`src/rtl/lps_pkg.sv`:
```
// Shared types and constants for the landing phase sequencer.
package lps_pkg;

    // Field widths
    localparam int CodeW    = 2;
    localparam int OffsetW  = 16;
    localparam int HeightW  = 18;
    localparam int ElapsedW = 16;
    localparam int PhaseW   = 4;
    localparam int CountW   = 16;
    localparam int TimerW   = 25;
    localparam int RadiusW  = 15;
    localparam int RadSqW   = 2 * RadiusW;
    localparam int HoldW    = 24;
    localparam int ErrSqW   = 32;

    // Stream and config port widths
    localparam int InDataW  = 72;
    localparam int OutDataW = 8;
    localparam int CfgIdxW  = 3;
    localparam int CfgDataW = 24;

    localparam logic [CountW-1:0] CountMax = '1;
    localparam logic [TimerW-1:0] TimerMax = '1;

    // Failsafe codes
    localparam logic [CodeW-1:0] FS_NONE   = 2'd0;
    localparam logic [CodeW-1:0] FS_LOST   = 2'd1;
    localparam logic [CodeW-1:0] FS_STALE  = 2'd2;
    localparam logic [CodeW-1:0] FS_CRIT   = 2'd3;

    // Config register indexes
    localparam logic [CfgIdxW-1:0] REG_ACQUIRE_FRAMES = 3'd0;
    localparam logic [CfgIdxW-1:0] REG_ALIGN_RADIUS   = 3'd1;
    localparam logic [CfgIdxW-1:0] REG_HOLD_TIME      = 3'd2;
    localparam logic [CfgIdxW-1:0] REG_DESCEND_ALT    = 3'd3;
    localparam logic [CfgIdxW-1:0] REG_LAND_ALT       = 3'd4;

    // Phase codes as seen on the output
    localparam logic [PhaseW-1:0] PH_INIT     = 4'd0;
    localparam logic [PhaseW-1:0] PH_SEARCH   = 4'd1;
    localparam logic [PhaseW-1:0] PH_ACQUIRE  = 4'd2;
    localparam logic [PhaseW-1:0] PH_ALIGN    = 4'd3;
    localparam logic [PhaseW-1:0] PH_HOLD     = 4'd4;
    localparam logic [PhaseW-1:0] PH_DESCEND  = 4'd5;
    localparam logic [PhaseW-1:0] PH_FINAL    = 4'd6;
    localparam logic [PhaseW-1:0] PH_LAND     = 4'd7;
    localparam logic [PhaseW-1:0] PH_FAILSAFE = 4'd8;

    // Phase state, one-hot
    typedef enum logic [8:0] {
        ST_INIT     = 9'b0_0000_0001,
        ST_SEARCH   = 9'b0_0000_0010,
        ST_ACQUIRE  = 9'b0_0000_0100,
        ST_ALIGN    = 9'b0_0000_1000,
        ST_HOLD     = 9'b0_0001_0000,
        ST_DESCEND  = 9'b0_0010_0000,
        ST_FINAL    = 9'b0_0100_0000,
        ST_LAND     = 9'b0_1000_0000,
        ST_FAILSAFE = 9'b1_0000_0000
    } phase_t;

    // One observation
    typedef struct packed {
        logic        [CodeW-1:0]    failsafe_code;
        logic signed [OffsetW-1:0]  offset_x;
        logic signed [OffsetW-1:0]  offset_y;
        logic signed [HeightW-1:0]  height_mm;
        logic        [ElapsedW-1:0] elapsed_us;
    } item_t;

    // Sequencer state
    typedef struct packed {
        phase_t              phase;
        logic [TimerW-1:0]   hold_timer;
        logic [CountW-1:0]   frame_count;
    } seq_state_t;

    // Configuration as used by the step logic
    typedef struct packed {
        logic        [CountW-1:0]  acquire_frames;
        logic        [RadSqW-1:0]  radius_sq;
        logic        [HoldW-1:0]   hold_time_us;
        logic signed [HeightW-1:0] descend_alt_mm;
        logic signed [HeightW-1:0] land_alt_mm;
    } cfg_t;

    // Map one-hot state to the output phase code
    function automatic logic [PhaseW-1:0] phase_code(input phase_t ph);
        logic [PhaseW-1:0] code;
        case (ph)
            ST_INIT:     code = PH_INIT;
            ST_SEARCH:   code = PH_SEARCH;
            ST_ACQUIRE:  code = PH_ACQUIRE;
            ST_ALIGN:    code = PH_ALIGN;
            ST_HOLD:     code = PH_HOLD;
            ST_DESCEND:  code = PH_DESCEND;
            ST_FINAL:    code = PH_FINAL;
            ST_LAND:     code = PH_LAND;
            ST_FAILSAFE: code = PH_FAILSAFE;
            default:     code = PH_INIT;
        endcase
        return code;
    endfunction

endpackage

```
`src/rtl/landing_phase_sequencer.sv`:
```
// Top level of the landing phase sequencer: input register, step logic, result register.
//
// Usage: each transfer on the s_ channel carries one observation (failsafe
// code, x/y target error, altitude in mm, elapsed time in us). For each one
// the m_ channel returns exactly one transfer carrying the new phase code.
// Each observation passes through the input register, then through the phase
// logic into the result register. Throughput is one observation per cycle
// while m_tready is high; the phase, frame counter and hold timer update as
// an item moves from the input register to the result register, so
// consecutive items chain with no bubble.
// When m_tready is low the result register holds and the input register
// still takes one more item; after that s_tready drops until the result is
// taken. Configuration writes (cfg_we/cfg_index/cfg_wdata) take effect at the
// next clock edge and are meant to be made while the block is idle.
// Reset (aresetn low, synchronous) empties both registers, sets the phase to
// init, clears the counters and loads the register defaults.
module landing_phase_sequencer (
    input  logic                           aclk,
    input  logic                           aresetn,
    // Observation stream
    input  logic                           s_tvalid,
    output logic                           s_tready,
    // [1:0] failsafe_code, [17:2] offset_x, [33:18] offset_y,
    // [51:34] height_mm, [67:52] elapsed_us, [71:68] zero
    input  logic [lps_pkg::InDataW-1:0]    s_tdata,
    // Phase stream
    output logic                           m_tvalid,
    input  logic                           m_tready,
    // [3:0] phase, [7:4] zero
    output logic [lps_pkg::OutDataW-1:0]   m_tdata,
    // Configuration write port
    input  logic                           cfg_we,
    input  logic [lps_pkg::CfgIdxW-1:0]    cfg_index,
    input  logic [lps_pkg::CfgDataW-1:0]   cfg_wdata
);

    lps_pkg::cfg_t        cfg;
    lps_pkg::item_t       item_reg;
    lps_pkg::item_t       item_in;
    logic                 in_valid_reg;
    logic                 out_valid_reg;
    logic [lps_pkg::PhaseW-1:0] phase_out_reg;
    lps_pkg::seq_state_t  state_reg;
    lps_pkg::seq_state_t  state_next;
    logic                 advance;
    logic                 in_xfer;

    // Unpack input payload
    assign item_in.failsafe_code = s_tdata[1:0];
    assign item_in.offset_x      = $signed(s_tdata[17:2]);
    assign item_in.offset_y      = $signed(s_tdata[33:18]);
    assign item_in.height_mm     = $signed(s_tdata[51:34]);
    assign item_in.elapsed_us    = s_tdata[67:52];

    // Handshake: item moves on when the result register is free or being drained
    assign advance  = in_valid_reg && (!out_valid_reg || m_tready);
    assign s_tready = !in_valid_reg || advance;
    assign in_xfer  = s_tvalid && s_tready;

    lps_cfg u_cfg (
        .aclk      (aclk),
        .aresetn   (aresetn),
        .cfg_we    (cfg_we),
        .cfg_index (cfg_index),
        .cfg_wdata (cfg_wdata),
        .cfg       (cfg)
    );

    lps_step u_step (
        .item (item_reg),
        .cfg  (cfg),
        .cur  (state_reg),
        .nxt  (state_next)
    );

    // Input register
    always_ff @(posedge aclk) begin
        if (!aresetn) begin
            in_valid_reg <= 1'b0;
        end else if (in_xfer) begin
            in_valid_reg <= 1'b1;
        end else if (advance) begin
            in_valid_reg <= 1'b0;
        end
    end

    always_ff @(posedge aclk) begin
        if (in_xfer) begin
            item_reg <= item_in;
        end
    end

    // Sequencer state
    always_ff @(posedge aclk) begin
        if (!aresetn) begin
            state_reg.phase       <= lps_pkg::ST_INIT;
            state_reg.hold_timer  <= '0;
            state_reg.frame_count <= '0;
        end else if (advance) begin
            state_reg <= state_next;
        end
    end

    // Result register
    always_ff @(posedge aclk) begin
        if (!aresetn) begin
            out_valid_reg <= 1'b0;
        end else if (advance) begin
            out_valid_reg <= 1'b1;
        end else if (m_tready) begin
            out_valid_reg <= 1'b0;
        end
    end

    always_ff @(posedge aclk) begin
        if (advance) begin
            phase_out_reg <= lps_pkg::phase_code(state_next.phase);
        end
    end

    assign m_tvalid = out_valid_reg;
    assign m_tdata  = {{(lps_pkg::OutDataW - lps_pkg::PhaseW){1'b0}}, phase_out_reg};

endmodule

```
`src/rtl/lps_cfg.sv`:
```
// Configuration register file; the align radius is stored squared.
module lps_cfg (
    input  logic                           aclk,
    input  logic                           aresetn,
    input  logic                           cfg_we,
    input  logic [lps_pkg::CfgIdxW-1:0]    cfg_index,
    input  logic [lps_pkg::CfgDataW-1:0]   cfg_wdata,
    output lps_pkg::cfg_t                  cfg
);

    lps_pkg::cfg_t                       cfg_reg;
    logic [lps_pkg::RadiusW-1:0]         radius;

    assign radius = cfg_wdata[lps_pkg::RadiusW-1:0];

    // Register writes, radius squared on the way in
    always_ff @(posedge aclk) begin
        if (!aresetn) begin
            cfg_reg.acquire_frames <= lps_pkg::CountW'(5);
            cfg_reg.radius_sq      <= lps_pkg::RadSqW'(400);
            cfg_reg.hold_time_us   <= lps_pkg::HoldW'(1000000);
            cfg_reg.descend_alt_mm <= lps_pkg::HeightW'(2000);
            cfg_reg.land_alt_mm    <= lps_pkg::HeightW'(300);
        end else if (cfg_we) begin
            case (cfg_index)
                lps_pkg::REG_ACQUIRE_FRAMES:
                    cfg_reg.acquire_frames <= cfg_wdata[lps_pkg::CountW-1:0];
                lps_pkg::REG_ALIGN_RADIUS:
                    cfg_reg.radius_sq <= radius * radius;
                lps_pkg::REG_HOLD_TIME:
                    cfg_reg.hold_time_us <= cfg_wdata[lps_pkg::HoldW-1:0];
                lps_pkg::REG_DESCEND_ALT:
                    cfg_reg.descend_alt_mm <= $signed(cfg_wdata[lps_pkg::HeightW-1:0]);
                lps_pkg::REG_LAND_ALT:
                    cfg_reg.land_alt_mm <= $signed(cfg_wdata[lps_pkg::HeightW-1:0]);
                default: ;
            endcase
        end
    end

    assign cfg = cfg_reg;

endmodule

```
`src/rtl/lps_step.sv`:
```
// Next-state logic of the phase sequencer for one observation.
module lps_step (
    input  lps_pkg::item_t       item,
    input  lps_pkg::cfg_t        cfg,
    input  lps_pkg::seq_state_t  cur,
    output lps_pkg::seq_state_t  nxt
);

    logic                              lost;
    logic                              crit;
    logic signed [2*lps_pkg::OffsetW-1:0] sq_x;
    logic signed [2*lps_pkg::OffsetW-1:0] sq_y;
    logic [lps_pkg::ErrSqW-1:0]        err_sq;
    logic [lps_pkg::ErrSqW-1:0]        rad_sq;
    logic [lps_pkg::ErrSqW-1:0]        rad_sq_x4;
    logic                              aligned;
    logic                              drifted;
    logic [lps_pkg::CountW-1:0]        cnt_base;
    logic [lps_pkg::CountW-1:0]        cnt_inc;
    logic [lps_pkg::TimerW-1:0]        tmr_base;
    logic [lps_pkg::TimerW:0]          tmr_sum;
    logic [lps_pkg::TimerW-1:0]        tmr_sat;

    assign lost = (item.failsafe_code == lps_pkg::FS_LOST) ||
                  (item.failsafe_code == lps_pkg::FS_STALE);
    assign crit = (item.failsafe_code == lps_pkg::FS_CRIT);

    // Squared error against squared radius, and four times it for drift
    assign sq_x      = item.offset_x * item.offset_x;
    assign sq_y      = item.offset_y * item.offset_y;
    assign err_sq    = {1'b0, sq_x[30:0]} + {1'b0, sq_y[30:0]};
    assign rad_sq    = {2'b00, cfg.radius_sq};
    assign rad_sq_x4 = {cfg.radius_sq, 2'b00};
    assign aligned   = err_sq < rad_sq;
    assign drifted   = err_sq >= rad_sq_x4;

    // Counters restart on a lost or stale frame (only reached here in land)
    assign cnt_base = lost ? '0 : cur.frame_count;
    assign cnt_inc  = (cnt_base == lps_pkg::CountMax) ? cnt_base : cnt_base + 1'b1;
    assign tmr_base = lost ? '0 : cur.hold_timer;
    assign tmr_sum  = {1'b0, tmr_base} + (lps_pkg::TimerW + 1)'(item.elapsed_us);
    assign tmr_sat  = tmr_sum[lps_pkg::TimerW] ? lps_pkg::TimerMax
                                               : tmr_sum[lps_pkg::TimerW-1:0];

    // Phase walk
    always_comb begin
        nxt = cur;
        if (crit) begin
            nxt.phase = lps_pkg::ST_FAILSAFE;
        end else if (lost && cur.phase != lps_pkg::ST_LAND) begin
            nxt.phase       = lps_pkg::ST_SEARCH;
            nxt.frame_count = '0;
            nxt.hold_timer  = '0;
        end else begin
            nxt.frame_count = cnt_inc;
            nxt.hold_timer  = tmr_base;
            case (cur.phase)
                lps_pkg::ST_INIT: begin
                    nxt.phase = lps_pkg::ST_SEARCH;
                end
                lps_pkg::ST_SEARCH: begin
                    if (cnt_inc >= cfg.acquire_frames)
                        nxt.phase = lps_pkg::ST_ACQUIRE;
                end
                lps_pkg::ST_ACQUIRE: begin
                    nxt.phase = lps_pkg::ST_ALIGN;
                end
                lps_pkg::ST_ALIGN: begin
                    if (aligned) begin
                        nxt.phase      = lps_pkg::ST_HOLD;
                        nxt.hold_timer = '0;
                    end
                end
                lps_pkg::ST_HOLD: begin
                    if (!aligned) begin
                        nxt.phase = lps_pkg::ST_ALIGN;
                    end else begin
                        nxt.hold_timer = tmr_sat;
                        if (tmr_sat >= lps_pkg::TimerW'(cfg.hold_time_us))
                            nxt.phase = lps_pkg::ST_DESCEND;
                    end
                end
                lps_pkg::ST_DESCEND: begin
                    if (drifted)
                        nxt.phase = lps_pkg::ST_ALIGN;
                    else if (item.height_mm < cfg.descend_alt_mm)
                        nxt.phase = lps_pkg::ST_FINAL;
                end
                lps_pkg::ST_FINAL: begin
                    if (item.height_mm < cfg.land_alt_mm)
                        nxt.phase = lps_pkg::ST_LAND;
                end
                default: ;
            endcase
        end
    end

endmodule
```
`config.mk`:
```
export PLATFORM = sky130hd
export DESIGN_NAME = landing_phase_sequencer
export DESIGN_NICKNAME = d
export VERILOG_FILES = /design/src/rtl/lps_pkg.sv /design/src/rtl/landing_phase_sequencer.sv /design/src/rtl/lps_cfg.sv /design/src/rtl/lps_step.sv
export SDC_FILE = /design/constraint.sdc
export NUM_CORES = 2
export LEC_CHECK = 0
export BUFFER_PORTS_ARGS = -buffer_cell sky130_fd_sc_hd__buf_2
export CAP_MARGIN = 20
export CORE_MARGIN = 2
export CORE_UTILIZATION = 45
export CTS_CLUSTER_SIZE = 12
export DETAILED_ROUTE_END_ITERATION = 12
export HOLD_SLACK_MARGIN = 0.12
export PLACE_DENSITY = 0.62
export SLEW_MARGIN = 40
export SYNTH_ARGS = -nofsm -noshare
export SYNTH_HDL_FRONTEND = slang
export SYNTH_SLANG_ARGS = --single-unit
export TNS_END_PERCENT = 5
```
`constraint.sdc`:
```
create_clock -name aclk -period 28.7 [get_ports aclk]
set_input_delay 5.74 -clock aclk [delete_from_list [all_inputs] [get_ports aclk]]
set_output_delay 5.74 -clock aclk [all_outputs]
set_load 0.03 [all_outputs]
```
==> reports/summary.md <==
## STA
* 0.462 ns — final-layout worst hold slack
* 0.0227 ns — final clock skew
* 42.0% — post-route clock period utilization
* 0.0830 GHz — highest clock rate
* false — setup repair after global routing missed its margin
* 47.5% — relative slew slack
* 0.787 ns — worst-margin pin slew
* 0 — final setup violation count
* 12.05 ns — time the final worst path needs with I/O delays and setup
* 16.65 ns — minimum setup slack in the final design
* 0 — final hold viol count
* 0 ns — sum of negative setup slack
* 0 — count of pins over their slew limit

## Synth
* sky130_fd_sc_hd__fa_1 — cell taking the most area after synthesis
* 0 — Yosys warnings
* 72 — EDFF count, synth
* 0.0380 mm2 — Mapped Area
* 31.5% — portion of synthesized cell area occupied by the leading cell type
* 84 — number of unique standard cell types used by synthesis
* 8.92 um2 — average cell area after synthesis
* 14.0% — sequential-to-total area share from yosys stat
* 4258 — Syn Inst Count
* sky130_fd_sc_hd__dfxtp_1 — flip-flop cell with the highest count after synthesis
* sky130_fd_sc_hd__fa_1 31%, sky130_fd_sc_hd__ha_1 15%, sky130_fd_sc_hd__inv_1 9.2% — largest cells by area after synthesis
* 229 — count of state elements after synthesis
* 0% — async set or reset register ratio after synthesis

## Worst hold path
* reg -> reg — class of the tightest hold or removal check

## Final layout
* sky130_fd_sc_hd__inv_1 — most common library cell in the layout ignoring fill and taps
* 8101 — Filler cells
* 0.0406 mm2 — summed area of non-filler cells in the final layout
* 105 — max reg flops
* 6.95% — layout overhead on the synthesized area
* 5.31% — fraction of final layout cells with drive strength greater than 1
* 932 x sky130_fd_sc_hd__inv_1, 597 x sky130_fd_sc_hd__fa_1, 458 x sky130_fd_sc_hd__nand2_1 — top library cells by usage in the layout, fill and taps aside
* 0 — ant diodes
* 5434 — final layout net count

## Global routing
* met2 — GRT Max-Usage Layer
* 1 — antenna violations before repair
* 2.10% — Global Route met3 Usage
* 26.7% — routing usage on met1
* 145 mm — global-route wire length before repair
* 0 — Remaining Overflow, GRT
* 20.8% — GRT Overall Usage
* 37.4% — met2 track utilization from global routing
* 84 — maximum number of pins on one net before global-route repair
* 28900 — number of global-route vias before repair

## Setup path
* in -> out — Crit Path Category
* output port — critical path capture point type
* 4 — maximum fanout count along the critical path
* 6.31 ns — endpoint arrival time on the critical path
* input pin — kind of start point of the critical path
* 22.96 ns — WP data required

## Clock tree
* 3 — maximum buffer depth of the clock tree
* 0.63 ns — Clk Latency, worst-skew pair
* 1 — number of levels in the clock H-tree
* 229 — sink count of the clock tree
* done — TritonCTS clock tree
* 0 — hold-fix buffers at CTS
* sky130_fd_sc_hd__clkbuf_16 — clock root cell
* 0 — post-cts repair resize count
* 30 — number of buffers added by the clock tree synthesis step
* 0 — number of buffers inserted to repair setup after CTS
* 0.06 ns — clock slew seen by the registers of the worst setup and hold paths

## Floorplanning
* 0.0836 mm2 — total core area
* 106 — floorplan row count
* 295 um — die width
* 0.0867 mm2 — area enclosed by the die boundary
* 295 um — vertical extent of the die
* 114 — io pins
* 45.5% — starting density of the core

## Job
* 0 — maximum capacitance violations

## Placement
* 16.20 ns — post-place setup slack
* 0.0395 mm2 — placed instance area
* 105 — quantity of I/O buffers inserted on ports
* 68.8 mm — detailed-placement wirelength estimate
* 0.864 — gpl congestion

## Detailed routing
* 1280 — number of DRC violations after detailed-routing iteration 0
* 0 — antenna-violating nets left
* 16.0 um — Avg WL per Cell
* 5.12 — detailed-route vias per instance
* 5 — number of iterations in the first detailed-routing pass
* 27600 — via count
* 0 — DRC
* 86.1 mm — total length of routed wires

## Outcome
* completed — outcome

-- kinds of logic after synthesis --
| kind of cell | Yosys count | share of synthesized area, % |
|---|---|---|
| AO/OA/AOI/OAI | 615 | 10.8 |
| XOR/XNOR | 176 | 4.06 |
| adder cells (fa/ha/maj) | 1042 | 46.1 |
| buffers and inverters | 1064 | 10.6 |
| flip-flops | 229 | 14.0 |
| multiplexers | 6 | 0.175 |
| other | 1 | 0.00987 |
| AND/OR/NAND/NOR | 1125 | 14.3 |
-- synth_stat cells, types with 21 or more instances --
master and instances:
sky130_fd_sc_hd__inv_1 932, sky130_fd_sc_hd__fa_1 597, sky130_fd_sc_hd__nand2_1 458, sky130_fd_sc_hd__ha_1 445
sky130_fd_sc_hd__nor2_1 188, sky130_fd_sc_hd__dfxtp_1 157, sky130_fd_sc_hd__and2_1 144, sky130_fd_sc_hd__a21oi_1 142
sky130_fd_sc_hd__xnor2_1 120, sky130_fd_sc_hd__clkbuf_1 119, sky130_fd_sc_hd__o21ai_0 108, sky130_fd_sc_hd__nor2b_1 96
sky130_fd_sc_hd__a21boi_0 75, sky130_fd_sc_hd__edfxtp_1 72, sky130_fd_sc_hd__xor2_1 56, sky130_fd_sc_hd__a21o_1 50
sky130_fd_sc_hd__nand3_1 48, sky130_fd_sc_hd__a22oi_1 43, sky130_fd_sc_hd__nor3_1 42, sky130_fd_sc_hd__nand2b_1 39
sky130_fd_sc_hd__nand4_1 31, sky130_fd_sc_hd__o211ai_1 31, sky130_fd_sc_hd__o21a_1 24, sky130_fd_sc_hd__a211oi_1 21
sky130_fd_sc_hd__o21bai_1 21
-- stage by stage --
| step | cells | util (%) |
|---|---|---|
| 6_report | 5392 | 48.6 |
| 5_1_grt | 5392 | 48.6 |
| 4_1_cts | 5390 | 48.6 |
| 3_5_place_dp | 5334 | 47.3 |
| 3_3_place_gp | 5332 | 47.3 |
| 2_1_floorplan | 4261 | - |
-- layer usage --
| metal | vias up | routed length, um |
|---|---|---|
| met3 | 106 | 2990 |
| met5 | - | 0 |
| met2 | 427 | 43400 |
| li1 | 13500 | - |
| met1 | 13600 | 37400 |
| met4 | 0 | 2300 |
-- critical path, stage by stage --
cell	delay [ns]
sky130_fd_sc_hd__buf_2	0.10
sky130_fd_sc_hd__nor2b_1	0.19
sky130_fd_sc_hd__nand2_1	0.10
sky130_fd_sc_hd__buf_2	0.18
-- area by class of cell --
cell class	count	area, um2	area share [%]
Sequential cell	229	5310	13.1
Multi-Input combinational cell	2968	28700	70.7
Timing Repair Buffer	124	682	1.68
Tap cell	1080	1350	3.33
Clock buffer	39	858	2.11
Inverter	935	3510	8.64
Clock inverter	17	183	0.450
-- worst paths after layout --
| check | slack, ns | depth (start not counted) | end | from |
|---|---|---|---|---|
| worst max register to register | 16.75 | 41 | phase_out_reg[0] | item_reg[41] |
| worst min register to register | 0.46 | 2 | u_cfg.cfg[81] | u_cfg.cfg[81] |
| worst min-delay path | 0.46 | 2 | u_cfg.cfg[81] | u_cfg.cfg[81] |
| worst max-delay path | 16.65 | 4 | s_tready | m_tready |
Power is left out: the tool's default activity adds up to more than one toggle a clock period on the data nets, which glitch-free logic cannot reach.
